**src/hw/rtl/bpr_pkg.sv**
```systemverilog
// Shared constants, register codes and word types of the cross-batch pooling reducer.
`timescale 1ns / 1ps
package bpr_pkg;

	// Storage sizes
	localparam int MAX_SLICE   = 4096;
	localparam int MAX_BATCH   = 256;
	localparam int POS_W       = $clog2(MAX_SLICE);
	localparam int MEM_W       = $clog2(MAX_BATCH);
	localparam int TOT_W       = 40;
	localparam int QUEUE_DEPTH = 4;
	localparam int QCNT_W      = $clog2(QUEUE_DEPTH + 1);

	// Configuration port
	localparam int CFG_IDX_W  = 2;
	localparam int CFG_DATA_W = 17;
	localparam int MODE_W     = 2;
	localparam int BATCH_W    = 9;
	localparam int SLICE_W    = 13;
	localparam int INV_W      = 17;

	localparam logic [CFG_IDX_W-1:0] REG_MODE  = 2'd0;
	localparam logic [CFG_IDX_W-1:0] REG_BATCH = 2'd1;
	localparam logic [CFG_IDX_W-1:0] REG_SLICE = 2'd2;
	localparam logic [CFG_IDX_W-1:0] REG_INV   = 2'd3;

	// Pooling modes
	localparam logic [MODE_W-1:0] MODE_WSUM = 2'd0;
	localparam logic [MODE_W-1:0] MODE_MAX  = 2'd1;
	localparam logic [MODE_W-1:0] MODE_AVG  = 2'd2;

	// Settings the back end needs
	typedef struct packed {
		logic [MODE_W-1:0] mode;
		logic [INV_W-1:0]  inverse;
	} bpr_cfg_t;

	// One classified word on its way from front to back
	typedef struct packed {
		logic signed [31:0] data;     // product in weighted mode, sample otherwise
		logic [POS_W-1:0]   pos;
		logic [MEM_W-1:0]   mem;
		logic               first;
		logic               last_row;
		logic               last_pos;
	} bpr_item_t;

	// Back end status
	typedef struct packed {
		logic en;
		logic s1_valid;
	} bpr_back_stat_t;

endpackage

```
**src/hw/rtl/bpr_front.sv**
```systemverilog
// Front end: configuration registers, position and member counters, word classification.
`timescale 1ns / 1ps
module bpr_front (
	input  logic                           clk,
	input  logic                           arst_n,
	input  logic                           cfg_we,
	input  logic [bpr_pkg::CFG_IDX_W-1:0]  cfg_index,
	input  logic [bpr_pkg::CFG_DATA_W-1:0] cfg_data,
	input  logic                           in_valid,
	output logic                           in_ready,
	input  logic signed [15:0]             sample_value,
	input  logic signed [15:0]             member_weight,
	input  logic                           q_space,
	output logic                           push,
	output bpr_pkg::bpr_item_t             item,
	output bpr_pkg::bpr_cfg_t              cfg
);
	import bpr_pkg::*;

	logic [MODE_W-1:0]  mode_q;
	logic [BATCH_W-1:0] batch_q;
	logic [SLICE_W-1:0] slice_q;
	logic [INV_W-1:0]   inv_q;
	logic [POS_W-1:0]   pos_q;
	logic [MEM_W-1:0]   mem_q;

	logic [BATCH_W-1:0] nb, nb_m1;
	logic [SLICE_W-1:0] ns, ns_m1;
	logic               last_row, last_pos;
	logic signed [31:0] prod;

	// Clamp batch and slice sizes to the supported range
	always_comb begin
		if (batch_q == '0) begin
			nb = BATCH_W'(1);
		end else if (batch_q > BATCH_W'(MAX_BATCH)) begin
			nb = BATCH_W'(MAX_BATCH);
		end else begin
			nb = batch_q;
		end
		if (slice_q == '0) begin
			ns = SLICE_W'(1);
		end else if (slice_q > SLICE_W'(MAX_SLICE)) begin
			ns = SLICE_W'(MAX_SLICE);
		end else begin
			ns = slice_q;
		end
		nb_m1 = nb - BATCH_W'(1);
		ns_m1 = ns - SLICE_W'(1);
	end

	assign last_row = (mem_q == nb_m1[MEM_W-1:0]);
	assign last_pos = (pos_q == ns_m1[POS_W-1:0]);
	assign prod     = 32'(sample_value) * 32'(member_weight);

	assign in_ready = q_space;
	assign push     = in_valid && q_space;

	// Classified word
	always_comb begin
		item.data     = (mode_q == MODE_WSUM) ? prod : 32'(sample_value);
		item.pos      = pos_q;
		item.mem      = mem_q;
		item.first    = (mem_q == '0);
		item.last_row = last_row;
		item.last_pos = last_pos;
	end

	assign cfg.mode    = mode_q;
	assign cfg.inverse = inv_q;

	// Configuration registers
	always_ff @(posedge clk or negedge arst_n) begin
		if (!arst_n) begin
			mode_q  <= MODE_MAX;
			batch_q <= BATCH_W'(1);
			slice_q <= SLICE_W'(1);
			inv_q   <= INV_W'(65536);
		end else if (cfg_we) begin
			case (cfg_index)
				REG_MODE:  mode_q  <= cfg_data[MODE_W-1:0];
				REG_BATCH: batch_q <= cfg_data[BATCH_W-1:0];
				REG_SLICE: slice_q <= cfg_data[SLICE_W-1:0];
				REG_INV:   inv_q   <= cfg_data[INV_W-1:0];
				default:   mode_q  <= mode_q;
			endcase
		end
	end

	// Stream counters; any register write restarts at member 0, position 0
	always_ff @(posedge clk or negedge arst_n) begin
		if (!arst_n) begin
			pos_q <= '0;
			mem_q <= '0;
		end else if (cfg_we) begin
			pos_q <= '0;
			mem_q <= '0;
		end else if (push) begin
			if (last_pos) begin
				pos_q <= '0;
				mem_q <= last_row ? '0 : mem_q + MEM_W'(1);
			end else begin
				pos_q <= pos_q + POS_W'(1);
			end
		end
	end

endmodule

```
**config.mk**
```make
export PLATFORM = sky130hd
export DESIGN_NAME = bpr_front
export DESIGN_NICKNAME = d
export VERILOG_FILES = /design/src/hw/rtl/bpr_pkg.sv /design/src/hw/rtl/bpr_front.sv
export SDC_FILE = /design/constraint.sdc
export NUM_CORES = 1
export LEC_CHECK = 0
export BUFFER_PORTS_ARGS = -buffer_cell sky130_fd_sc_hd__buf_2
export CAP_MARGIN = 40
export CORE_MARGIN = 2
export CORE_UTILIZATION = 50
export CTS_BUF_LIST = sky130_fd_sc_hd__clkbuf_4
export CTS_CLUSTER_SIZE = 20
export DETAILED_ROUTE_END_ITERATION = 7
export GPL_ROUTABILITY_DRIVEN = 0
export PLACE_DENSITY = 0.66
export SLEW_MARGIN = 20
export SYNTH_ARGS = -nofsm -noshare
export SYNTH_HDL_FRONTEND = slang
export SYNTH_SLANG_ARGS = --single-unit
```
**constraint.sdc**
```tcl
create_clock -name clk -period 11.57 [get_ports clk]
set_clock_uncertainty 0.05 [all_clocks]
set_input_delay 2.314 -clock clk [delete_from_list [all_inputs] [get_ports clk]]
set_output_delay 2.314 -clock clk [all_outputs]
set_load 0.01 [all_outputs]
```
==> summary.txt <==
TIMING
-------------------------------------------------------------------------------------------------
Final Hold Fails                                                                                0
Transition time of the tightest slew-check pin                                           764.2 ps
Final cycle utilization of the critical path                                               0.9574
Post-layout minimum cycle time                                                           11080 ps
Rel. slew slack                                                                            0.4841
RSZ-0062 raised after global routing                                                        false
Max-slew violation total from the final report                                                  0
Number of setup violations in the final report                                                  0
Achievable Freq                                                                       0.09028 GHz
Final sum of negative setup slack                                                            0 ps

CLOCK TREE
-------------------------------------------------------------------------------------------------
Largest buffer count on any clock path                                                          2
CTS tree                                                                                    built
Number of H-tree levels                                                                         3
Count of hold-fix buffers inserted at cts                                                       0
Count of buffers added by post-CTS timing repair for setup                                      0
Clock tree sinks                                                                               61
Clock root buffer                                                                        clkbuf_4
Clk slew on worst S/H paths                                                                120 ps
Number of cells upsized or downsized after cts                                                  0
Clock latency on the worst-skew pair                                                       440 ps
Number of buffers inserted during clock tree synthesis                                          9

DRT
-------------------------------------------------------------------------------------------------
DR WL/cell                                                                               17.44 um
Number of vias in the routed layout                                                         10780
Final antenna-violating net count                                                               0
Detailed route wirelength on metal3                                                       1533 um
Wl on met1                                                                               14830 um
Highest metal layer with signal wires                                                        met4
Vias per inst                                                                               5.559
Final WL                                                                                 33810 um
Met2 layer wire length in the routed design                                              16520 um
Final routed DRC violation total                                                                0
Initial DRC Count                                                                             564
TritonRoute pass-1 iters                                                                        4

YOSYS
-------------------------------------------------------------------------------------------------
Number of distinct library cell variants in the gate-level netlist after synthesis             70
Dominant register cell in the synthesized netlist                                         dfrtp_1
Cell type contributing the most total cell area after synthesis                              fa_1
Count of synthesis-stage warnings from yosys                                                    0
Cell types with the largest area share after synthesis                               fa_1 (38%), dfrtp_1 (10%), inv_1 (8.1%)
Count of flip-flops with a built-in enable after synthesis                                      0
Synth Instances                                                                              1505
Async set-or-reset flop fraction in the synthesized netlist                                 1.000
Avg Cell Area, Syn                                                                    9.104 sq um
Fraction of post-synthesis cell area in the top cell type by area                          0.3828
Top-count cell post-synth                                                                   inv_1
Post-synth design cell area                                                           13700 sq um
Leading cell types by count after synthesis                                          inv_1 (296), fa_1 (262), nand2_1 (173)
Post-synth net total                                                                         1910
Post-synthesis sequential area ratio                                                       0.1118
Flip-flop and latch count after synthesis                                                      61

DIE
-------------------------------------------------------------------------------------------------
Area of the core                                                                      26950 sq um
I/O pins                                                                                      132
Horiz. Die Dim                                                                           169.5 um
Die span in y                                                                            169.5 um
Initial Utilization                                                                        0.5084
Area enclosed by the die boundary                                                     28740 sq um
Cell Rows                                                                                      60

WORST SETUP PATH
-------------------------------------------------------------------------------------------------
Sum of buffers and inverters on the critical path                                               5
Startpoint type of the worst setup path                                                input port
Kind of critical path                                                                      in2out
Critical-path maximum fanout                                                                   16
Crit-path most repeated cell                                                                 fa_1
Data required, critical path                                                              9210 ps
Kind of cell with the highest combined delay on the critical path                     adder cells
Slowest stage cell on the critical path                                                      fa_1
Type of element capturing the critical path                                            output pin
Crit path largest cell delay                                                               750 ps
Crit path arrival time                                                                    8710 ps
Cells along the critical path                                                        buf_2 > nand2_1 > inv_1 > fa_1 > fa_1 > fa_1 > fa_1 > fa_1 > inv_1 > fa_1 > inv_1 > ha_1 > nand4_1 > or2_2 > a311o_1 > a211oi_1 > nor3_1 > o21ai_0 > nor4bb_1 > buf_2

FINISH
-------------------------------------------------------------------------------------------------
Area growth, synth to finish                                                               7.680%
Layout fillers                                                                               2518
Share of the core filled with cells                                                        0.5474
Final nets                                                                                   1998
Number of diodes                                                                                0
Fraction of layout instances using a drive strength above 1                                0.1339

JOB
-------------------------------------------------------------------------------------------------
Number of max-capacitance violations reported                                                   0

RUN STATUS
-------------------------------------------------------------------------------------------------
Run status                                                                              completed

GLOBAL ROUTING
-------------------------------------------------------------------------------------------------
Congestion Overflow GR                                                                          0
First-pass GRT wire length                                                               57300 um
Number of global-route vias before repair                                                   11180
Pin count of the biggest net entering global routing                                           62
Number of antenna violations at the first check in global routing                               0
Global-route usage over all layers                                                         0.2504

PLACE
-------------------------------------------------------------------------------------------------
Total of buffers placed on input and output ports                                             131
Half-perimeter wire length after placement                                               27610 um

MIN PATH
-------------------------------------------------------------------------------------------------
Type of the most critical hold path                                                       reg2reg

stage by stage:
step	hold WS, ps	area (sq um)	cells	setup WS [ps]
global placement	433.3	14560	1920	700.3
floorplan	487.6	13700	1505	986.6
global route	483.3	14750	1939	66.28
detailed placement	436.6	14570	1921	546.5
CTS	469.2	14700	1937	522.7
finish	464.4	14750	1939	492.8
worst paths after layout:
path | from | end | slack (ps) | cells past startpoint
min in group asynchronous | arst_n | inv_q[10] | 1680 | 2
hold / removal | inv_q[6] | inv_q[6] | 460 | 1
setup reg to reg | batch_q[6] | mem_q[5] | 7510 | 11
max in group asynchronous | arst_n | mode_q[0] | 9250 | 3
setup / recovery | member_weight[1] | item[54] | 490 | 20
hold reg to reg | inv_q[6] | inv_q[6] | 460 | 1
state kept, by name, summed over array words and instances (netlist names):
register	flops
inv_q	17
slice_q	13
mode_q	2
batch_q	9
pos_q	12
mem_q	8
kinds of logic (layout without fill, tap and decap cells):
| kind of cell | count (synthesis) | after routing | share of synthesized area |
|---|---|---|---|
| AND/OR/NAND/NOR | 473 | 473 | 0.1777 |
| buffers and inverters | 354 | 447 | 0.09816 |
| adder cells (fa/ha/maj) | 349 | 349 | 0.4622 |
| AO/OA/AOI/OAI | 171 | 171 | 0.08036 |
| flip-flops | 61 | 61 | 0.1118 |
| XOR/XNOR | 53 | 53 | 0.03388 |
| multiplexers | 44 | 44 | 0.03589 |
routing by layer:
metal / up-vias / global-route usage
met5: - / 0
met4: 0 / 0.06577
met3: 62 / 0.03148
met2: 318 / 0.4231
met1: 5517 / 0.3436
li1: 4881 / -
placed cells by master (no fill, tap or decap), drive strengths merged, types with 9 or more instances in the layout:
cell    count
nand2     173
nor2       53
a211oi     13
ha         87
nor3       23
a31oi      11
clkbuf      9
nand2b     14
o31ai       9
xor2       14
mux2       41
nand3      17
fa        262
xnor2      39
and2      125
and3        9
a21oi      41
buf       135
dfrtp      57
inv       300
a21o        9
o21ai      49
area by class of cell:
| class | count | area (sq um) | share of cell area |
|---|---|---|---|
| tap | 341 | 426.7 | 0.02892 |
| sequential | 61 | 1531 | 0.1038 |
| clock buffer | 9 | 67.56 | 0.004579 |
| inverter | 296 | 1111 | 0.07531 |
| timing repair buffer | 135 | 729.5 | 0.04944 |
| multi-input combinational | 1090 | 10830 | 0.7337 |
| clock inverter | 7 | 62.56 | 0.004240 |
Power is not shown: default switching activity piles up to over one toggle a cycle in this logic, so the estimate is an artifact.
