### src/hw/rtl/bpr_pkg.sv
// Shared constants, register codes and word types of the cross-batch pooling reducer.
`timescale 1ns / 1ps
package bpr_pkg;

	// Storage sizes
	localparam int MAX_SLICE   = 4096;
	localparam int MAX_BATCH   = 256;
	localparam int POS_W       = $clog2(MAX_SLICE);
	localparam int MEM_W       = $clog2(MAX_BATCH);
	localparam int TOT_W       = 40;
	localparam int QUEUE_DEPTH = 4;
	localparam int QCNT_W      = $clog2(QUEUE_DEPTH + 1);

	// Configuration port
	localparam int CFG_IDX_W  = 2;
	localparam int CFG_DATA_W = 17;
	localparam int MODE_W     = 2;
	localparam int BATCH_W    = 9;
	localparam int SLICE_W    = 13;
	localparam int INV_W      = 17;

	localparam logic [CFG_IDX_W-1:0] REG_MODE  = 2'd0;
	localparam logic [CFG_IDX_W-1:0] REG_BATCH = 2'd1;
	localparam logic [CFG_IDX_W-1:0] REG_SLICE = 2'd2;
	localparam logic [CFG_IDX_W-1:0] REG_INV   = 2'd3;

	// Pooling modes
	localparam logic [MODE_W-1:0] MODE_WSUM = 2'd0;
	localparam logic [MODE_W-1:0] MODE_MAX  = 2'd1;
	localparam logic [MODE_W-1:0] MODE_AVG  = 2'd2;

	// Settings the back end needs
	typedef struct packed {
		logic [MODE_W-1:0] mode;
		logic [INV_W-1:0]  inverse;
	} bpr_cfg_t;

	// One classified word on its way from front to back
	typedef struct packed {
		logic signed [31:0] data;     // product in weighted mode, sample otherwise
		logic [POS_W-1:0]   pos;
		logic [MEM_W-1:0]   mem;
		logic               first;
		logic               last_row;
		logic               last_pos;
	} bpr_item_t;

	// Back end status
	typedef struct packed {
		logic en;
		logic s1_valid;
	} bpr_back_stat_t;

endpackage

### src/hw/rtl/bpr_queue.sv
// Short word queue between the front end and the back end.
`timescale 1ns / 1ps
module bpr_queue (
	input  logic                        clk,
	input  logic                        arst_n,
	input  logic                        push,
	input  bpr_pkg::bpr_item_t          push_item,
	output logic                        space,
	output logic                        head_valid,
	output bpr_pkg::bpr_item_t          head_item,
	input  logic                        pop,
	output logic [bpr_pkg::QCNT_W-1:0]  count
);
	import bpr_pkg::*;

	localparam int PTR_W = $clog2(QUEUE_DEPTH);

	bpr_item_t         slot_q [QUEUE_DEPTH];
	logic [PTR_W-1:0]  wr_ptr_q, rd_ptr_q;
	logic [QCNT_W-1:0] count_q;

	assign space      = (count_q != QCNT_W'(QUEUE_DEPTH));
	assign head_valid = (count_q != '0);
	assign head_item  = slot_q[rd_ptr_q];
	assign count      = count_q;

	// Storage
	always_ff @(posedge clk) begin
		if (push) begin
			slot_q[wr_ptr_q] <= push_item;
		end
	end

	// Pointers and fill level
	always_ff @(posedge clk or negedge arst_n) begin
		if (!arst_n) begin
			wr_ptr_q <= '0;
			rd_ptr_q <= '0;
			count_q  <= '0;
		end else begin
			if (push) begin
				wr_ptr_q <= (wr_ptr_q == PTR_W'(QUEUE_DEPTH - 1)) ? '0 : wr_ptr_q + PTR_W'(1);
			end
			if (pop) begin
				rd_ptr_q <= (rd_ptr_q == PTR_W'(QUEUE_DEPTH - 1)) ? '0 : rd_ptr_q + PTR_W'(1);
			end
			case ({push, pop})
				2'b10:   count_q <= count_q + QCNT_W'(1);
				2'b01:   count_q <= count_q - QCNT_W'(1);
				default: count_q <= count_q;
			endcase
		end
	end

endmodule

### config.mk
export PLATFORM = sky130hd
export DESIGN_NAME = bpr_queue
export DESIGN_NICKNAME = d
export VERILOG_FILES = /design/src/hw/rtl/bpr_pkg.sv /design/src/hw/rtl/bpr_queue.sv
export SDC_FILE = /design/constraint.sdc
export NUM_CORES = 1
export LEC_CHECK = 0
export ABC_AREA = 1
export BUFFER_PORTS_ARGS = -buffer_cell sky130_fd_sc_hd__buf_2
export CAP_MARGIN = 30
export CORE_MARGIN = 5
export CORE_UTILIZATION = 56
export CTS_BUF_LIST = sky130_fd_sc_hd__clkbuf_8 sky130_fd_sc_hd__clkbuf_16
export DETAILED_ROUTE_END_ITERATION = 10
export PLACE_DENSITY = 0.84
export SYNTH_ARGS = -nofsm -noshare
export SYNTH_HDL_FRONTEND = slang
export SYNTH_SLANG_ARGS = --single-unit
### constraint.sdc
create_clock -name clk -period 3 [get_ports clk]
set_input_delay 0.3 -clock clk [delete_from_list [all_inputs] [get_ports clk]]
set_output_delay 0.3 -clock clk [all_outputs]
set_load 0.02 [all_outputs]
==> impl_metrics.csv, run 1 <==
group,metric,value,unit
cts,cts_sinks,227,
finish,final_common_cell,"edfxtp_1",
power_and_ir_drop,power.share.sequential,0.403,
synthesis,syn_nets,762,
finish,area_growth,18.0,%
synthesis,seq_area_frac_synth,0.737,
timing,grt_setup_unrepaired,"no",
synthesis,syn_avg_cell_area,13.2,um2
die,start_util,0.575,
setup_path,rrSetupSlack,1.13,ns
timing,hold_violations,0,
place,numPortBuffers,118,
synthesis,synthArstFlopShare,0.0308,
timing,finalSetupViolCount,0,
die,fp.coreArea,16000,um2
setup_path,reg2reg_depth,5,
power_and_ir_drop,ir_drop,0.787,mV
synthesis,postSynthCellCount,696,
setup_path,critical_path_required,2.70,ns
finish,diodes,0,
synthesis,yosysWarnings,0,
power_and_ir_drop,p_int,6780,uW
timing,timing.setup.tns,0,ns
routing,drt.antenna.violating_nets,0,
setup_path,startpoint_type,"flop",
finish,multi_input_area,1650,um2
place,dp_cells,1005,
die,die_w,138,um
timing,hold_ws,0.0205,ns
finish,fin_cells,1066,
power_and_ir_drop,p_clk_frac,0.263,
power_and_ir_drop,powerDensity,961,nW/um2
setup_path,crit_type,"flop to output pin",
cts,h-tree-depth,1,
timing,worstMarginPinSlew,0.703,ns
cts,numCtsBuffers,23,
global_route,antenna_found_initial,0,
setup_path,crit_family,"buffers and inverters",
setup_path,crit_start,"rd_ptr_q[0]",
setup_path,crit_arrival,2.30,ns
power_and_ir_drop,comb_power_share,0.334,
global_route,grt_pass1_vias,5466,
setup_path,slowest_delay,0.45,ns
setup_path,worstReg2RegStart,"wr_ptr_q[0]",
timing,slew_violations,0,
min_path,worstHoldPathType,"primary input to flop",
die,floorplan.die_area,19100,um2
routing,dr.pass1.iters,5,
cts,clock_latency,0.50,ns
cts,cts_tree,"built",
finish,mostFrequentLayoutCells,"edfxtp_1, nand2_1, inv_1",
power_and_ir_drop,power.leakage,0.00447,uW
setup_path,r2r-end,"slot_q[2][32]",
timing,fin_crit_sh,0.865,
routing,drtIter0Drc,294,
routing,drc,0,
routing,vias,5425,
setup_path,worst_path_most_repeated_cell,"nand2_1",
setup_path,critPathCaptureType,"output pin",
min_path,min_from,"push_item[20]",
place,dp_hpwl,10200,um
global_route,gr-usage-all-layers,0.177,
die,rows,46,
timing,clock_skew,0.0222,ns
finish,seq_area,6780,um2
setup_path,slowest_stage,"inv_6",
setup_path,cp.buffers_inverters,3,
global_route,grt_first_pass_wirelength,27600,um
synthesis,synth-seq-cells,227,
setup_path,cp_num_cells,6,
routing,wl_per_cell,16.1,um
global_route,grt_start_max_net_pins,88,
synthesis,synth_ff_type,"edfxtp_1",
cts,clockBufferDepth,3,
job,drv_cap,0,
place,gp_congestion,0.743,
power_and_ir_drop,sw_frac_of_total,0.351,
power_and_ir_drop,p_sw,3660,uW
setup_path,crit_fanout,87,
cts,cts_root_buf,"clkbuf_16",
synthesis,synth_edf_count,220,
routing,routed_wirelength,17100,um
cts,clk_pin_slew,0.06,ns
setup_path,crit_chain,"inv_6 -> buf_4 -> nand2_1 -> o211ai_1 -> nand2_1 -> buf_2",
synthesis,yosysUniqueCellTypes,17,
finish,fin_nets,900,
power_and_ir_drop,total_power,10400,uW
outcome,status,"finished, final reports clean",
die,die_h,138,um
global_route,grt-ovfl-total,0,
die,io_pins,119,
setup_path,endpoint,"head_item[19]",
timing,max-slew-margin-rel,0.531,
timing,fmax,385,MHz
routing,via_per_inst,5.09,
finish,n_fill_cell,1121,
timing,finalCriticalPeriod,2.60,ns
synthesis,synthesis.area,9210,um2
finish,drive_gt1_frac,0.198,
-- metrics by stage --
stage	setup WS, ns	utilization	cell area (um2)
final	0.404	0.679	10900
after global routing	0.227	0.679	10900
after CTS	0.384	0.679	10900
after detailed placement	0.938	0.620	9920
after global placement	0.991	0.620	9920
after floorplan	0.838	-	9210
-- worst min path at each step --
stage          slack [ns]       endpoint  cells past startpoint
2_1_floorplan       0.004       count[0]                      0
3_3_place_gp         0.15       count[0]                      1
3_5_place_dp         0.15       count[0]                      1
4_1_cts            0.0003  slot_q[3][50]                      1
5_1_grt             0.005  slot_q[2][20]                      1
6_report             0.02  slot_q[1][20]                      1
-- layout make-up --
cell class / instances / area share
clock buffer: 23 / 0.0530
clock inverter: 18 / 0.0151
inverter: 125 / 0.0437
multi-input combinational: 307 / 0.152
sequential: 227 / 0.624
tap: 216 / 0.0249
timing repair buffer: 150 / 0.0869
-- timing repair --
item,CTS,global route
hold buffers,20,0
resized for setup,0,0
endpoints found under the hold margin,75,0
setup endpoints to repair,0,0
buffers inserted,0,0
-- synthesized netlist by cell type (all sizes together) (2+ instances only) --
cell type | number | share of area
o21ai | 5 | 0.0027
clkbuf | 4 | 0.0016
nor2 | 2 | 0.00082
ha | 6 | 0.0082
buf | 33 | 0.031
o211ai | 110 | 0.090
dfrtp | 7 | 0.019
nand2 | 178 | 0.073
inv | 125 | 0.051
edfxtp | 220 | 0.72
nand3 | 3 | 0.0016
-- registers in the layout (all words and copies together) (netlist names) --
register	cells
slot_q	220
count	3
rd_ptr_q	2
wr_ptr_q	2
-- routing by layer --
metal  global-route usage  part of all wire  wire [um]  vias up
met5                    0                 0          0        -
met4               0.0473             0.014        235        0
met3               0.0290             0.049        840       20
met2                0.318              0.52       8980      142
met1                0.224              0.41       7060     2567
li1                     -                 -          -     2696
-- kinds of logic (layout without fill, tap and decap cells) --
family	after synthesis	after routing	synth area share
compound gates	115	115	0.0924
simple gates	184	184	0.0757
fa+ha+maj	7	7	0.0103
flops	227	227	0.737
xor+xnor	1	1	0.000952
buf+inv	162	316	0.0840
-- power groups by stage --
| stage | registers, uW | logic, uW | clock network (uW) |
|---|---|---|---|
| 3_3_place_gp | 4250 | 3420 | 0 |
| 2_1_floorplan | 4280 | 2500 | 0 |
| 5_1_grt | 4250 | 3850 | 2950 |
| 3_5_place_dp | 4270 | 3510 | 0 |
| 6_report | 4210 | 3490 | 2750 |
| 4_1_cts | 4210 | 3550 | 2810 |
-- worst reg2reg max path: stages (launching register included) --
cell and delay [ns]:
dfrtp_1 0.41, inv_1 0.11, ha_1 0.16, nand2_1 0.06, inv_2 0.49, buf_12 0.31
No activity file was read; power rests on OpenSTA's default activity.
==> run 2, diff against run 1 <==
--- a/config.mk
+++ b/config.mk
@@ -10,7 +10,7 @@
 export CAP_MARGIN = 30
 export CORE_MARGIN = 5
 export CORE_UTILIZATION = 56
-export CTS_BUF_LIST = sky130_fd_sc_hd__clkbuf_8 sky130_fd_sc_hd__clkbuf_16
+export CTS_BUF_LIST = sky130_fd_sc_hd__clkbuf_8
 export DETAILED_ROUTE_END_ITERATION = 10
 export PLACE_DENSITY = 0.84
 export SYNTH_ARGS = -nofsm -noshare
==> impl_metrics.csv, run 2 (synthesis results as in run 1) <==
group,metric,value,unit
power_and_ir_drop,total_power,10100,uW
routing,routed_wirelength,17900,um
global_route,grt_first_pass_wirelength,28900,um
die,rows,46,
setup_path,critical_path_required,2.70,ns
cts,clock_latency,0.50,ns
timing,max-slew-margin-rel,0.524,
setup_path,crit_arrival,2.30,ns
finish,diodes,0,
min_path,hold_depth,1,
die,fp.coreArea,16000,um2
finish,fin_nets,938,
setup_path,crit_fanout,87,
finish,drive_gt1_frac,0.202,
die,io_pins,119,
finish,final_common_cell,"edfxtp_1",
routing,vias,5572,
cts,numCtsBuffers,36,
finish,regMostFlops,"slot_q",
timing,finalCriticalPeriod,2.60,ns
global_route,grt-ovfl-total,0,
power_and_ir_drop,powerDensity,913,nW/um2
cts,clockBufferDepth,3,
cts,cts_hold_buf,45,
power_and_ir_drop,power.leakage,0.00456,uW
setup_path,worstReg2RegStart,"wr_ptr_q[0]",
die,start_util,0.575,
job,drv_cap,0,
timing,worstMarginPinSlew,0.713,ns
cts,postCtsSetupBuffers,0,
timing,fin_crit_sh,0.865,
cts,clk_pin_slew,0.06,ns
place,numPortBuffers,118,
routing,wl_per_cell,16.1,um
cts,cts_root_buf,"clkbuf_8",
timing,timing.setup.tns,0,ns
cts,cts_tree,"built",
cts,cts_resized,0,
timing,hold_violations,0,
cts,cts_sinks,227,
timing,fmax,385,MHz
global_route,grt_pass1_vias,5710,
global_route,gr-usage-all-layers,0.188,
place,dp_hpwl,10200,um
setup_path,rrSetupSlack,1.12,ns
die,die_h,138,um
finish,mostFrequentLayoutCells,"edfxtp_1, nand2_1, inv_1",
setup_path,crit_type,"flop to output pin",
timing,grt_setup_unrepaired,"no",
die,floorplan.die_area,19100,um2
setup_path,reg2reg_depth,5,
timing,clock_skew,0.0254,ns
finish,largest_reg_flops,220,
min_path,whs_endpoint,"slot_q[0][13]",
finish,area_growth,19.7,%
global_route,antenna_found_initial,0,
routing,drt.antenna.violating_nets,0,
global_route,grt_start_max_net_pins,88,
cts,h-tree-depth,2,
routing,dr.pass1.iters,5,
die,die_w,138,um
power_and_ir_drop,ir_drop,0.541,mV
min_path,min_from,"push_item[13]",
place,gp_congestion,0.743,
setup_path,startpoint_type,"flop",
routing,via_per_inst,5.02,
timing,slew_violations,0,
routing,drc,0,
outcome,status,"finished, final reports clean",
routing,drtIter0Drc,297,
setup_path,critPathCaptureType,"output pin",
min_path,worstHoldPathType,"primary input to flop",
timing,finalSetupViolCount,0,
setup_path,r2r-end,"slot_q[2][24]",
run 2: changes by cell type in the layout (fill, tap and decap cells not counted):
cell	before	now
clkinvlp_4	3	0
clkbuf_16	23	0
dlygate4sd3_1	20	45
inv_6	2	1
clkinv_2	1	3
bufinv_16	3	0
inv_1	125	126
clkbuf_8	0	41
clkinv_1	4	10
run 2: layout make-up:
class                   instances  area, um2
multi-input cells             307       1650
flip-flops and latches        227       6780
clock inverters                20       78.8
clock buffers                  41        564
inverters                     125        474
well taps                     216        270
repair buffers                175       1190
fillers                      1110       4980
run 2: layer usage:
metal	vias to the layer above	GRT usage	wire length, um
met5	-	0	0
met4	0	0.0629	344
met3	32	0.0410	927
met2	151	0.342	9560
met1	2614	0.222	7100
li1	2775	-	-
run 2: per-stage QoR:
| stage | cells | setup WS [ns] | instance area, um2 | hold slack, ns | utilization |
|---|---|---|---|---|---|
| after global routing | 1111 | 0.201 | 11000 | 0.000878 | 0.688 |
| after global placement | 1005 | 0.991 | 9920 | 0.149 | 0.620 |
| after CTS | 1111 | 0.372 | 11000 | 0.000706 | 0.688 |
| after floorplan | 696 | 0.838 | 9210 | 0.00441 | - |
| after detailed placement | 1005 | 0.938 | 9920 | 0.145 | 0.620 |
| final | 1111 | 0.404 | 11000 | 0.0338 | 0.688 |
run 2: worst max-delay path, stage by stage (launching register included):
cell	delay [ns]
dfrtp_1	0.43
inv_6	0.46
buf_4	0.42
nand2_1	0.12
o211ai_1	0.11
nand2_1	0.07
buf_2	0.16
run 2: where the power goes:
group          switching [uW]  internal, uW  total (uW)  leakage, uW
logic                    2440          1080        3530      0.00210
registers                 140          4070        4210      0.00210
clock network            1090          1240        2330     0.000359
run 2: worst max path at each step:
stage | from | endpoint | cells after the start
floorplan | wr_ptr_q[0] | slot_q[2][0] | 4
global placement | rd_ptr_q[0] | head_item[19] | 6
detailed placement | rd_ptr_q[0] | head_item[21] | 6
CTS | rd_ptr_q[0] | head_item[19] | 6
global route | rd_ptr_q[0] | head_item[21] | 6
finish | rd_ptr_q[0] | head_item[23] | 6
